--- src/rtl/tone_or_sample_player_unit_macros.svh ---
// assertion macros for the tone or sample player
`ifndef TONE_OR_SAMPLE_PLAYER_UNIT_MACROS_SVH
`define TONE_OR_SAMPLE_PLAYER_UNIT_MACROS_SVH

// same-cycle implication, checked outside reset
`define TOSP_ASSERT_NOW(label, ante, cons, msg) \
    label: assert property (@(posedge clk) disable iff (!rst_n) (ante) |-> (cons)) \
        else $error(msg);

// next-cycle implication, checked outside reset
`define TOSP_ASSERT_NEXT(label, ante, cons, msg) \
    label: assert property (@(posedge clk) disable iff (!rst_n) (ante) |=> (cons)) \
        else $error(msg);

`endif

--- src/rtl/tosp_ram.sv ---
// generic single-port-write, registered-read ram
`timescale 1ns / 1ps
`default_nettype none

module tosp_ram #(
    parameter int WIDTH = 16,
    parameter int DEPTH = 256
) (
    input  wire logic                     clk,
    input  wire logic                     we,
    input  wire logic [$clog2(DEPTH)-1:0] waddr,
    input  wire logic [WIDTH-1:0]         wdata,
    input  wire logic                     re,
    input  wire logic [$clog2(DEPTH)-1:0] raddr,
    output      logic [WIDTH-1:0]         rdata
);

    logic [WIDTH-1:0] mem [0:DEPTH-1];

    always_ff @(posedge clk)
    begin
        if (we)
        begin
            mem[waddr] <= wdata;
        end
        if (re)
        begin
            rdata <= mem[raddr];
        end
    end

endmodule

`default_nettype wire

--- config.mk ---
export PLATFORM = sky130hd
export DESIGN_NAME = tosp_ram
export DESIGN_NICKNAME = d
export VERILOG_FILES = /design/src/rtl/tone_or_sample_player_unit_macros.svh /design/src/rtl/tosp_ram.sv
export SDC_FILE = /design/constraint.sdc
export NUM_CORES = 2
export LEC_CHECK = 0
export BUFFER_PORTS_ARGS = -buffer_cell sky130_fd_sc_hd__buf_2
export CAP_MARGIN = 15
export CELL_PAD_IN_SITES_DETAIL_PLACEMENT = 1
export CELL_PAD_IN_SITES_GLOBAL_PLACEMENT = 1
export CORE_UTILIZATION = 61
export CTS_CLUSTER_DIAMETER = 60
export DETAILED_ROUTE_END_ITERATION = 16
export GPL_TIMING_DRIVEN = 0
export HOLD_SLACK_MARGIN = 0.08
export PLACE_DENSITY = 0.95
export REMOVE_ABC_BUFFERS = 1
export SETUP_SLACK_MARGIN = 0.3
export SYNTH_ARGS = -nofsm -noshare
export SYNTH_HDL_FRONTEND = slang
export SYNTH_SLANG_ARGS = --single-unit
--- constraint.sdc ---
create_clock -name clk -period 5.5 [get_ports clk]
set_input_delay 0.825 -clock clk [delete_from_list [all_inputs] [get_ports clk]]
set_output_delay 0.825 -clock clk [all_outputs]
set_load 0.05 [all_outputs]
==> results.py, run 1 <==
metrics = {
    "place": {
        "place_congestion": 0.9136,
        "place_area_um2": 166800,
        "io_buffer_count": 50,
        "hpwl_um": 316800,
    },
    "global_route": {
        "antenna_found_initial": 153,
        "grt_max_degree": 160,
    },
    "timing": {
        "crit_endpoint": "rdata[11]$_DFFE_PP_/D",
        "worstEndpointType": "register data pin",
    },
    "clock_tree": {
        "root_buffer": "clkbuf_16",
        "ctsHoldBuffers": 0,
        "clkSinkCount": 4112,
        "h-tree-depth": 5,
        "numCtsBuffers": 394,
        "cts_buffer_depth": 4,
    },
    "status": {
        "tool.error": "[ERROR GRT-0228] Horizontal edge usage exceeds the maximum allowed. (21, 2) usage=65535 limit=3200",
        "outcome": "did not finish",
        "stop_stage": "global routing (5_1_grt)",
    },
    "floorplanning": {
        "initial_utilization_pct": 61.61,
        "num_rows": 186,
        "design.portCount": 51,
        "die_width_um": 512.3,
        "die_y_um": 512.3,
    },
    "synth": {
        "synth-warning-count": 0,
        "synthCells": 7360,
        "synth_top_area_cell": "edfxtp_1",
        "ys_seq_elements": 4112,
        "syn_avg_cell_area_um2": 21.59,
        "synth_top_area_share_pct": 77.72,
        "synth_cell_types": 51,
        "syn_area_um2": 158900,
        "yosysSeqAreaShare_pct": 77.72,
        "synthTopCellsByArea": "edfxtp_1, mux4_2, mux2i_1, o221ai_1, nor2_1",
    },
}
[cell usage after synthesis, drive strengths merged]
cell     number
mux2i       565
a22oi        43
a21oi       175
nor4         18
or3b          1
a21o          2
o22ai       148
a2111oi       6
clkbuf      230
nand2b        3
nor4bb        2
nand4        26
nand3b        1
nor3b         1
and4          2
or3           2
a22o         32
o31ai        16
nor2        304
or2           5
and3         11
nand3        35
o32ai        21
mux4        797
mux2         88
buf         222
a211oi       18
a31oi         6
nand4b        3
nor2b         9
inv           4
nand2        38
edfxtp     4112
nor3         92
a221oi       28
and2          2
or4b          1
o21ai        38
o221ai      253
[kinds of logic after synthesis]
| logic type | Yosys count | share of synthesized area (%) |
|---|---|---|
| AO/OA/AOI/OAI | 786 | 3.534 |
| flip-flops | 4112 | 77.72 |
| AND/OR/NAND/NOR | 556 | 1.573 |
| buffers and inverters | 456 | 1.692 |
| multiplexers | 1450 | 15.48 |
[per-stage QoR]
step                worst slack (ps)  instances
floorplan                      -1959       6908
global placement              -47230      10340
detailed placement             -2039      10650
CTS                            347.0      11370
[what timing repair did]
| action | in CTS |
|---|---|
| endpoints found under the setup margin | 16 |
| resized for setup | 30 |
| cloned | 7 |
| setup buffers | 0 |
==> inputs of run 2 (changes only) <==
==> config.mk (replaced) <==
export PLATFORM = sky130hd
export DESIGN_NAME = tosp_ram
export DESIGN_NICKNAME = d
export VERILOG_FILES = /design/src/rtl/tone_or_sample_player_unit_macros.svh /design/src/rtl/tosp_ram.sv
export SDC_FILE = /design/constraint.sdc
export NUM_CORES = 2
export LEC_CHECK = 0
export BUFFER_PORTS_ARGS = -buffer_cell sky130_fd_sc_hd__buf_2
export CAP_MARGIN = 15
export CORE_UTILIZATION = 40
export DETAILED_ROUTE_END_ITERATION = 16
export GPL_TIMING_DRIVEN = 0
export PLACE_DENSITY_LB_ADDON = 0.15
export REMOVE_ABC_BUFFERS = 1
export SYNTH_ARGS = -nofsm -noshare
export SYNTH_HDL_FRONTEND = slang
export SYNTH_SLANG_ARGS = --single-unit
==> results.py, run 2 <==
metrics = {
    "min_path": {
        "min_path_type": "input pin to register",
    },
    "detailed_routing": {
        "drc": 0,
        "first_iter_violations": 8166,
        "vias_per_cell": 5.763,
        "wirelength_um": 432000,
        "postRouteAntennaNets": 0,
        "drt_pass1_iterations": 5,
        "vias": 77210,
        "post_drt_wl_per_cell_um": 32.24,
    },
    "critical_path": {
        "cp_common_cell": "buf_16",
        "required_ps": 6200,
        "critPathLaunch": "raddr[1]",
        "critPathCaptureType": "register",
        "reg2reg_from": "mem[3][4]",
        "rrSetupSlack_ps": 2010,
        "crit_arrival_ps": 6120,
        "max_stage_delay_ps": 770,
        "crit_path_top_delay_cell": "a21oi_1",
        "critPathMaxFanout": 62,
        "r2r-end": "rdata[4]",
        "reg2regPathDepth": 6,
        "worstSetupStartpointType": "input pin",
        "critPathKind": "input pin to register",
        "worstPathCellList": "buf_12 -> buf_16 -> buf_16 -> buf_16 -> buf_16 -> or2_4 -> buf_12 -> buf_16 -> buf_12 -> buf_16 -> o221ai_1 -> o32ai_1 -> a21oi_1 -> nand4_1 -> nor4_2",
        "critPathCapture": "rdata[11]",
    },
    "place": {
        "dp_slack_ps": -2110,
        "place_congestion": 0.8034,
        "io_buffer_count": 50,
        "hpwl_um": 269400,
    },
    "layout": {
        "area_growth_pct": 16.55,
        "regMostFlops": "mem",
        "nFillCells": 32360,
        "largest_reg_flops": 4096,
        "largestRegisters": "mem x4096, rdata x16",
        "layout_common_cells": "edfxtp_1, mux4_2, mux2i_1, clkbuf_16, buf_8",
        "regArea_um2": 123500,
        "layout_commonest_cell": "edfxtp_1",
        "fin_nets": 7820,
        "multiInputGateArea_um2": 33870,
        "drive_gt1_share_pct": 27.69,
    },
    "timing": {
        "min_period_ps": 5422,
        "slew_viol_final": 0,
        "fin_ws_ps": 77.78,
        "final.setup.tns_ps": 0,
        "slew_headroom_pct": 21.93,
        "finalSetupViolCount": 0,
        "fin_crit_sh_pct": 98.59,
        "max_freq_ghz": 0.1844,
        "finClkSkew_ps": 40.24,
        "hold_viol": 0,
        "rsz0062_at_grt": "false",
        "tightest_slew_ps": 1167,
        "whs_ps": 129.0,
    },
    "synth": {
        "synth_edf_count": 4112,
        "synthArstFlopShare_pct": 0,
        "ys_seq_elements": 4112,
        "synth_common_cells": "edfxtp_1, mux4_2, mux2i_1",
        "syn_avg_cell_area_um2": 21.59,
        "syn_area_um2": 158900,
        "synth_top_area_share_pct": 77.72,
        "synth_flop_cell": "edfxtp_1",
        "synthCells": 7360,
        "synth-warning-count": 0,
        "yosysMostFrequentCell": "edfxtp_1",
        "yosysSeqAreaShare_pct": 77.72,
        "synth_top_area_cell": "edfxtp_1",
        "synthTopCellsByArea": "edfxtp_1, mux4_2, mux2i_1, o221ai_1, nor2_1",
        "synth_cell_types": 51,
    },
    "global_route": {
        "grt_pass1_vias": 77820,
        "overflow": 0,
        "grtUsageTotal_pct": 21.39,
        "grt_max_degree": 141,
        "grt_pass1_wl_um": 606300,
        "antenna_found_initial": 22,
    },
    "clock_tree": {
        "root_buffer": "clkbuf_16",
        "clk_pin_slew_ps": 60,
        "numCtsBuffers": 430,
        "clkSinkCount": 4112,
        "cts_setup_buffers": 0,
        "ctsHoldBuffers": 0,
        "cts_tree": "yes",
        "clk-insertion-delay-late_ps": 980,
        "h-tree-depth": 5,
        "cts_buffer_depth": 4,
    },
    "floorplanning": {
        "die_y_um": 632.2,
        "initial_utilization_pct": 40.15,
        "design.portCount": 51,
        "coreArea_um2": 395700,
        "die_area_um2": 399700,
        "die_width_um": 632.2,
        "num_rows": 231,
    },
    "flow_run": {
        "drv_cap": 0,
    },
    "power": {
        "vdd_drop_max_mv": 0.2372,
        "p_per_area_nw_per_um2": 358.5,
        "p_leak_nw": 58.03,
    },
    "status": {
        "outcome": "finished, final reports clean",
    },
}
-- run 2: cell counts after synthesis --
Identical to the previous run, type by type.
-- run 2: per-layer routing --
| metal | wire length, µm | track usage (%) |
|---|---|---|
| met2 | 207700 | 34.52 |
| met3 | 26250 | 3.298 |
| met4 | 13280 | 6.064 |
| met1 | 184800 | 30.24 |
| met5 | 13 | 0 |
-- run 2: worst min-delay path by stage --
stage / slack, ps / cells after the start / endpoint / from
global placement: 1240 / 1 / rdata[9] / re
detailed placement: 1150 / 1 / mem[188][12] / wdata[12]
floorplan: 920 / 0 / mem[0][0] / wdata[0]
CTS: 70 / 1 / mem[188][12] / wdata[12]
global route: 120 / 1 / mem[188][12] / wdata[12]
finish: 130 / 1 / mem[188][12] / wdata[12]
-- run 2: layout make-up --
| type | count | area share, % |
|---|---|---|
| Timing Repair Buffer | 444 | 4.067 |
| Sequential cell | 4112 | 66.68 |
| Clock inverter | 272 | 1.272 |
| Inverter | 4 | 0.01757 |
| Multi-Input combinational cell | 2793 | 18.29 |
| Tap cell | 5242 | 3.542 |
| Clock buffer | 522 | 6.112 |
| Antenna cell | 9 | 0.01216 |
-- run 2: cell families after synthesis --
kind of cell / Yosys count / share of synthesized area, %
buffers and inverters: 456 / 1.692
AND/OR/NAND/NOR: 556 / 1.573
AO/OA/AOI/OAI: 786 / 3.534
multiplexers: 1450 / 15.48
flip-flops: 4112 / 77.72
-- run 2: repair_timing --
item / in CTS / in global routing
endpoints found under the setup margin: 16 / 5
gates cloned: 4 / 2
resized for setup: 45 / 3
pin swaps: 1 / 0
-- run 2: worst max-delay path: cells and delay by family --
kind / cells / cell delay (ps)
and+or+nand+nor: 3 / 1460
AOI/OAI and AO/OA: 3 / 1300
buffers and inverters: 9 / 2090
-- run 2: stage by stage --
stage	std cells	instance area [µm²]	power [mW]	utilization (%)
finish	13400	185200	66.38	46.80
global route	13390	185200	68.22	46.79
CTS	13380	185000	66.99	46.76
detailed placement	12590	170900	38.68	43.20
global placement	12200	163000	40.92	41.20
floorplan	6908	156200	36.57	-
-- run 2: power by group --
part | internal, mW | switching [mW]
Combinational | 1.17 | 2.29
Clock | 16.2 | 12.1
Sequential | 34.6 | 0.0177
Total | 51.9 | 14.4
Note: power is estimated with default switching activity, not from simulation.
