===== src/rtl/tone_or_sample_player_unit_macros.svh =====
// assertion macros for the tone or sample player
`ifndef TONE_OR_SAMPLE_PLAYER_UNIT_MACROS_SVH
`define TONE_OR_SAMPLE_PLAYER_UNIT_MACROS_SVH

// same-cycle implication, checked outside reset
`define TOSP_ASSERT_NOW(label, ante, cons, msg) \
    label: assert property (@(posedge clk) disable iff (!rst_n) (ante) |-> (cons)) \
        else $error(msg);

// next-cycle implication, checked outside reset
`define TOSP_ASSERT_NEXT(label, ante, cons, msg) \
    label: assert property (@(posedge clk) disable iff (!rst_n) (ante) |=> (cons)) \
        else $error(msg);

`endif


===== src/rtl/tosp_pkg.sv =====
// shared types, codes and the quarter-wave sine table of the tone or sample player
`timescale 1ns / 1ps
`default_nettype none

package tosp_pkg;

    localparam int SOUND_DEPTH         = 65536;
    localparam int QUARTER_SINE_POINTS = 256;
    localparam int QSP_W               = $clog2(QUARTER_SINE_POINTS);

    // divider operand widths: dividend covers 2^32, divisor covers sample_rate
    localparam int DIV_NW = 33;
    localparam int DIV_DW = 18;

    localparam logic [63:0] HALF_PI_Q30 = 64'd1686629713;

    // command codes (s_tuser)
    localparam logic [1:0] CMD_LOAD    = 2'd0;
    localparam logic [1:0] CMD_RESTART = 2'd1;
    localparam logic [1:0] CMD_SAMPLE  = 2'd2;

    // configuration register indexes
    localparam logic [1:0] REG_TONE_HZ      = 2'd0;
    localparam logic [1:0] REG_TONE_VOLUME  = 2'd1;
    localparam logic [1:0] REG_SAMPLE_RATE  = 2'd2;
    localparam logic [1:0] REG_SOUND_LENGTH = 2'd3;

    localparam logic [14:0] RST_TONE_HZ      = 15'd512;
    localparam logic [14:0] RST_TONE_VOLUME  = 15'd3000;
    localparam logic [17:0] RST_SAMPLE_RATE  = 18'd48000;
    localparam logic [16:0] RST_SOUND_LENGTH = 17'd0;

    typedef struct packed {
        logic busy;
        logic done;
    } div_stat_t;

    typedef logic [QUARTER_SINE_POINTS-1:0][14:0] qsine_tbl_t;

    // round(32767 * sin(angle)), angle in q30 over [0, pi/2], taylor series
    function automatic logic [14:0] sine_q15(input logic [63:0] angle);
        logic        [63:0] x2;
        logic        [63:0] term;
        logic signed [63:0] sum;
        logic        [63:0] v;
        x2   = (angle * angle) >> 30;
        term = angle;
        sum  = $signed(angle);
        term = ((term * x2) >> 30) / 6;    sum = sum - $signed(term);
        term = ((term * x2) >> 30) / 20;   sum = sum + $signed(term);
        term = ((term * x2) >> 30) / 42;   sum = sum - $signed(term);
        term = ((term * x2) >> 30) / 72;   sum = sum + $signed(term);
        term = ((term * x2) >> 30) / 110;  sum = sum - $signed(term);
        term = ((term * x2) >> 30) / 156;  sum = sum + $signed(term);
        term = ((term * x2) >> 30) / 210;  sum = sum - $signed(term);
        term = ((term * x2) >> 30) / 272;  sum = sum + $signed(term);
        term = ((term * x2) >> 30) / 342;  sum = sum - $signed(term);
        term = ((term * x2) >> 30) / 420;  sum = sum + $signed(term);
        term = ((term * x2) >> 30) / 506;  sum = sum - $signed(term);
        term = ((term * x2) >> 30) / 600;  sum = sum + $signed(term);
        term = ((term * x2) >> 30) / 702;  sum = sum - $signed(term);
        term = ((term * x2) >> 30) / 812;  sum = sum + $signed(term);
        term = ((term * x2) >> 30) / 930;  sum = sum - $signed(term);
        term = ((term * x2) >> 30) / 1056; sum = sum + $signed(term);
        term = ((term * x2) >> 30) / 1190; sum = sum - $signed(term);
        term = ((term * x2) >> 30) / 1332; sum = sum + $signed(term);
        term = ((term * x2) >> 30) / 1482; sum = sum - $signed(term);
        if (sum < 0)
        begin
            sum = 0;
        end
        v = (64'(sum) * 64'd32767 + (64'd1 << 29)) >> 30;
        if (v > 64'd32767)
        begin
            v = 64'd32767;
        end
        return v[14:0];
    endfunction

    function automatic qsine_tbl_t build_qsine();
        qsine_tbl_t  tbl;
        logic [63:0] angle;
        for (int k = 0; k < QUARTER_SINE_POINTS; k++)
        begin
            angle = (64'(k) * HALF_PI_Q30 + 64'(QUARTER_SINE_POINTS / 2))
                    / 64'(QUARTER_SINE_POINTS);
            tbl[k] = sine_q15(angle);
        end
        return tbl;
    endfunction

    localparam qsine_tbl_t  QSINE      = build_qsine();
    // entry at exactly pi/2, reached only by the mirrored index
    localparam logic [14:0] QSINE_PEAK = sine_q15(HALF_PI_Q30);

endpackage

`default_nettype wire


===== src/rtl/tosp_div.sv =====
// restoring divider, one quotient bit per cycle
`timescale 1ns / 1ps
`default_nettype none

module tosp_div (
    input  wire logic                       clk,
    input  wire logic                       rst_n,
    input  wire logic                       start,
    input  wire logic [tosp_pkg::DIV_NW-1:0] dividend,
    input  wire logic [tosp_pkg::DIV_DW-1:0] divisor,
    output      tosp_pkg::div_stat_t         stat,
    output      logic [tosp_pkg::DIV_NW-1:0] quotient,
    output      logic [tosp_pkg::DIV_DW-1:0] remainder
);

    localparam int NW  = tosp_pkg::DIV_NW;
    localparam int DW  = tosp_pkg::DIV_DW;
    localparam int CW  = $clog2(NW + 1);

    logic [CW-1:0] cnt_reg,  cnt_next;
    logic [NW-1:0] quo_reg,  quo_next;
    logic [DW-1:0] rem_reg,  rem_next;
    logic [DW-1:0] dsr_reg,  dsr_next;
    logic          done_reg, done_next;

    logic [DW:0] shifted;
    logic [DW:0] diff;
    logic        fits;

    always_comb
    begin
        shifted   = {rem_reg, quo_reg[NW-1]};
        diff      = shifted - {1'b0, dsr_reg};
        fits      = shifted >= {1'b0, dsr_reg};
        cnt_next  = cnt_reg;
        quo_next  = quo_reg;
        rem_next  = rem_reg;
        dsr_next  = dsr_reg;
        done_next = 1'b0;
        if (start && cnt_reg == '0)
        begin
            cnt_next = CW'(NW);
            quo_next = dividend;
            rem_next = '0;
            dsr_next = divisor;
        end
        else if (cnt_reg != '0)
        begin
            rem_next  = fits ? diff[DW-1:0] : shifted[DW-1:0];
            quo_next  = {quo_reg[NW-2:0], fits};
            cnt_next  = cnt_reg - 1'b1;
            done_next = (cnt_reg == CW'(1));
        end
    end

    always_ff @(posedge clk or negedge rst_n)
    begin
        if (!rst_n)
        begin
            cnt_reg  <= '0;
            done_reg <= 1'b0;
        end
        else
        begin
            cnt_reg  <= cnt_next;
            done_reg <= done_next;
        end
    end

    always_ff @(posedge clk)
    begin
        quo_reg <= quo_next;
        rem_reg <= rem_next;
        dsr_reg <= dsr_next;
    end

    assign stat.busy = (cnt_reg != '0);
    assign stat.done = done_reg;
    assign quotient  = quo_reg;
    assign remainder = rem_reg;

endmodule

`default_nettype wire


===== config.mk =====
export PLATFORM = sky130hd
export DESIGN_NAME = tosp_div
export DESIGN_NICKNAME = d
export VERILOG_FILES = /design/src/rtl/tone_or_sample_player_unit_macros.svh /design/src/rtl/tosp_pkg.sv /design/src/rtl/tosp_div.sv
export SDC_FILE = /design/constraint.sdc
export NUM_CORES = 1
export LEC_CHECK = 0
export ABC_AREA = 0
export BUFFER_PORTS_ARGS = -buffer_cell sky130_fd_sc_hd__buf_2
export CAP_MARGIN = 5
export CORE_MARGIN = 2
export CORE_UTILIZATION = 53
export CTS_CLUSTER_SIZE = 12
export DETAILED_ROUTE_END_ITERATION = 8
export PLACE_DENSITY = 0.85
export SLEW_MARGIN = 30
export SYNTH_ARGS = -nofsm -noshare
export SYNTH_HDL_FRONTEND = slang
export SYNTH_SLANG_ARGS = --single-unit

===== constraint.sdc =====
create_clock -name clk -period 3.25 [get_ports clk]
set_clock_uncertainty 0.05 [all_clocks]
set_input_delay 0 -clock clk [delete_from_list [all_inputs] [get_ports clk]]
set_output_delay 0 -clock clk [all_outputs]
set_load 0.02 [all_outputs]

# == Word level (Yosys, flattened, before mapping) ==
# Cells that the tools add are included.
# op_classes
add_sub_neg,2
n_mul,0
div_mod_pow,0
n_lt_le_gt_ge,1
n_eq_ne,1
n_shift,0
muxes,7
n_bitwise,0
n_reduce_logical,4
# ops
cell,n
$mux 33,2
$ge 19x18->1,1
$mux 18,1
$sub 18x18->18,1
$mux 6,2
$eq 6x1->1 const B,1
$logic_not 6->1,1
$reduce_bool 6->1,1
$sub 6x1->6 const B,1
$mux 1,2
$reduce_bool 2->1,1
$logic_and 1x1->1,1
# word_totals
register_bits,76
latchBits,0
ram_bits,0
romBits,0
in_bits,54
output_inout_bits,53
elab_cells,20
mem_count,0

# == Depth between registers and ports, before layout ==
# logic_depth
word_depth,3
mapped_depth,11
ltp_nobuf,11

# == Worst setup path after synthesis ==
# No wires, ideal clock.
# synth_timing
path_kind,flip-flop to flip-flop
from,register quo_reg[32] (netlist: quotient[32])
to,register rem_reg[16] (netlist: remainder[16])
setup_ps,121
t_arrival_ps,2393
required_ps,3079
slack_ps,686
path_stages_with_launch,12
path_buffers,0
period_less_slack_ps,2564
path_cell_list,edfxtp_1 -> inv_1 -> ha_1 -> inv_1 -> fa_1 -> a211oi_1 -> o21ai_1 -> a31o_1 -> a21bo_1 -> a41oi_1 -> xor2_1 -> o21ai_1
# synth_between
elab_chain_cells,2
word_cells_on_any_way,3
cone_classes,1 x add/sub; 1 x order compare; 1 x mux
# synth_lines
element,line,rtl
from (decl),tosp_div.sv:21,"logic [NW-1:0] quo_reg, quo_next;"
from (signal assigned),tosp_div.sv:72,quo_reg <= quo_next;
$sub 18x18->18 or $ge 19x18->1 (tied branches),"tosp_div.sv:33, tosp_div.sv:34",
$mux 18 (*),tosp_div.sv:49,rem_next = fits ? diff[DW-1:0] : shifted[DW-1:0];
to (signal assigned),tosp_div.sv:73,rem_reg <= rem_next;
to (decl),tosp_div.sv:22,"logic [DW-1:0] rem_reg, rem_next;"
# Mark *: on every way between the ends. The rest lies on a longest branch, timed or not.
# A chain may end at the register's enable or synchronous reset.

# == Final worst setup path ==
# layout_timing
from,register dsr_reg[6]
to,register rem_reg[12] (netlist: remainder[12])
# layout_between
elab_chain_cells,2
word_cells_on_any_way,3
cone_classes,1 x add/sub; 1 x order compare; 1 x mux
# layout_lines
element,line,rtl
from (decl),tosp_div.sv:23,"logic [DW-1:0] dsr_reg, dsr_next;"
from (signal assigned),tosp_div.sv:74,dsr_reg <= dsr_next;
$sub 18x18->18 or $ge 19x18->1 (tied branches),"tosp_div.sv:33, tosp_div.sv:34",
$mux 18 (*),tosp_div.sv:49,
# Marks and branches as above.

==> summary.md <==
| Metric | Value |
|---|---|
| P&R area growth vs syn | 32.7% |
| Reg-to-Reg Start | dsr_reg[6] |
| Status | finished clean |
| Core box area | roughly 0.0073 mm2 |
| N_diodes | 0 |
| Routed via count | about 3500 |
| CTS tree | yes |
| Fraction of layout cells with a size suffix above 1 | 0.263 |
| Port bufs | around 110 |
| Post-synth EDFFs | between 50 and 60 |
| First-pass GRT wire length | approximately 17 mm |
| Max Root-Sink Buffers | 2 |
| Sink Count | between 70 and 80 |
| Rows | 31 |
| Worst Hold Endpoint | dsr_reg[10] |
| CP endpoint kind | flip-flop |
| Setup TNS Final | 0 ps |
| Setup crit start kind | flip-flop |
| Final hold vios | 0 |
| Top-count cell post-synth | edfxtp_1 |
| H-tree depth | 3 |
| Unrepaired setup endpoints after global routing | false |
| R2R depth | 10 |
| Antenna violations before repair | 0 |
| Yosys top cell area share | 0.377 |
| Final hold slack | around 300 ps |
| Power Total | 5.31 mW |
| Max-Cap Viols | 0 |
| Die span in y | between 90 and 100 um |
| Final Max Tran Viols | 0 |
| WHS Path Cells | 2 |
| Max incr delay on CP | about 360 ps |
| CTS clk-pin slew, worst paths | around 90 ps |
| GPL Wtd Cong | about 0.88 |
| Yosys warns | 0 |
| Grt ovf | 0 |
| HP Start | divisor[10] |
| Max-slew headroom | 0.515 |
| Post-DP HPWL | around 6.7 mm |
| Final WL | between 10 and 15 mm |
| Crit path cell chain | inv_1 -> ha_1 -> a21oi_1 -> nand2_1 -> o21ai_2 -> o21ai_4 -> a311oi_4 -> buf_4 -> mux2i_1 -> a21oi_1 |
| Initial DRT Pass Iterations | 5 |
| Initial core utilization | 0.554 |
| CP required | approximately 3400 ps |
| Initial drt markers | just under 200 |
| Slew at the pin closest to its max-slew limit | approximately 730 ps |
| Post-synth ARST share | 0.0921 |
| Synth cell count leaders | 51 x edfxtp_1, 39 x a21oi_1, 32 x mux2_1, 23 x inv_1, 21 x nand2_1 |
| FF+latch count, synth | 76 |
| PostCTS Resize Cnt | 0 |
| Post-DRT Antenna Nets | 0 |
| Worst R2R End | remainder[12] |
| Critical Path Fanout Max | 11 |
| Post-synth cell types | 54 |
| Final setup viols | 0 |
| Clock Latency Late Sink | between 300 and 400 ps |
| VDD IR max | 0.000678 V |
| Pwr/cell area | about 1000 mW/mm2 |
| Flip-flop count of the largest register after layout | 33 |
| Most frequent cell on the critical path | a21oi_1 |
| Chip width | 91.6 um |
| Period Utilization, post-route | 0.845 |
| Crit path DAT | approximately 2900 ps |
| Layout Nets | 594 |
| Vias in the first global route | approximately 3500 |
| Largest net degree at the start of global routing | 35 |
| Die footprint | between 0.008 and 0.009 mm2 |
| Num CTS Buffers | 9 |
| Top FF cell, synth | edfxtp_1 |
| Synth area leaders | edfxtp_1 38%, dfxtp_1 8.9%, mux2_1 8.9% |
| Leak Pwr | ~2.3 nW |
| Worst R2R Setup Slack | between 500 and 600 ps |
| Register area share after synthesis | 0.509 |
| Placed Area | about 0.0047 mm2 |
| Syn Inst Count | between 300 and 400 |
| Post-synthesis cell area | approximately 0.004 mm2 |
| Crit path time final | 2750 ps |
| Routed len/inst | ~17 um |
| Final instance area | about 0.0054 mm2 |
| Syn nets | ~430 |
| Highest clock rate | roughly 360 MHz |
| Via density | around 5.6 |
| Gr usage total | 0.253 |
| DRC Markers | 0 |
| Worst Setup Path Type | flip-flop to flip-flop |
| Io pins | roughly 110 |
| Filler cells | about 510 |
| Yosys top cell by area | edfxtp_1 |
| CP max-delay cell | ha_1 |
| Hold/Removal Path Class | input pin to flip-flop |
| Clock root buffer | clkbuf_8 |
| Average cell area after synthesis | 11.3 um2 |
[area by class of cell]
class | count | area (um2) | area share
Sequential cell | 76 | 2070 | 0.383
Multi-Input combinational cell | 240 | 1800 | 0.334
Timing Repair Buffer | 167 | 1120 | 0.208
Clock buffer | 9 | 124 | 0.0230
Tap cell | 99 | 124 | 0.0230
Inverter | 25 | 93.8 | 0.0174
Clock inverter | 7 | 60.1 | 0.0111
[stage by stage]
step	instances	util	setup WS [ps]
floorplan	359	-	686
global placement	553	0.637	676
finish	623	0.736	505
detailed placement	553	0.637	630
CTS	623	0.736	595
global route	623	0.736	343
[where the power goes]
part | total (mW) | internal (mW) | leakage [nW] | switching (mW)
Clock | 0.683 | 0.287 | 0.0840 | 0.396
Combinational | 2.80 | 1.15 | 1.52 | 1.65
Sequential | 1.82 | 1.51 | 0.733 | 0.313
Total | 5.31 | 2.95 | 2.34 | 2.36
[per-layer routing]
layer  global-route usage  wire length [um]
met3               0.0415               621
met5                    0                 0
met2                0.453              5520
met4                0.106               290
met1                0.298              4110
[what timing repair did]
item,CTS,global route
buffers inserted,0,0
hold buffers,54,0
endpoints found under the hold margin,62,0
[worst max-delay path by stage]
stage	end	start	cells after the start
floorplan	remainder[16]	quotient[32]	11
global placement	remainder[16]	quotient[32]	11
detailed placement	remainder[14]	quotient[32]	11
CTS	remainder[14]	quotient[32]	11
global route	remainder[12]	dsr_reg[6]	10
finish	remainder[12]	dsr_reg[6]	10
[cell families after synthesis]
family,count (synthesis),synth area share
XOR/XNOR,15,0.0323
AND/OR/NAND/NOR,70,0.0840
multiplexers,45,0.121
flip-flops,76,0.509
buffers and inverters,43,0.0480
AO/OA/AOI/OAI,89,0.139
adder cells (fa/ha/maj),21,0.0665
[worst max-delay path, delay by kind of cell (launching register included)]
kind                     cells  cell delay (ps)
AO/OA/AOI/OAI                5             1160
adder cells (fa/ha/maj)      1              360
flip-flops                   1              350
buffers and inverters        2              290
multiplexers                 1              280
AND/OR/NAND/NOR              1              120
[placed cells by master, fill, tap and decap left out, drive strengths merged, types with 18 or more instances in the layout]
cell type    count
nand2           21
ha              20
dfxtp           18
edfxtp          51
inv             27
buf            113
dlygate4sd3     54
o21ai           21
a21oi           39
mux2            33
Power figures use the tool's default switching activity.
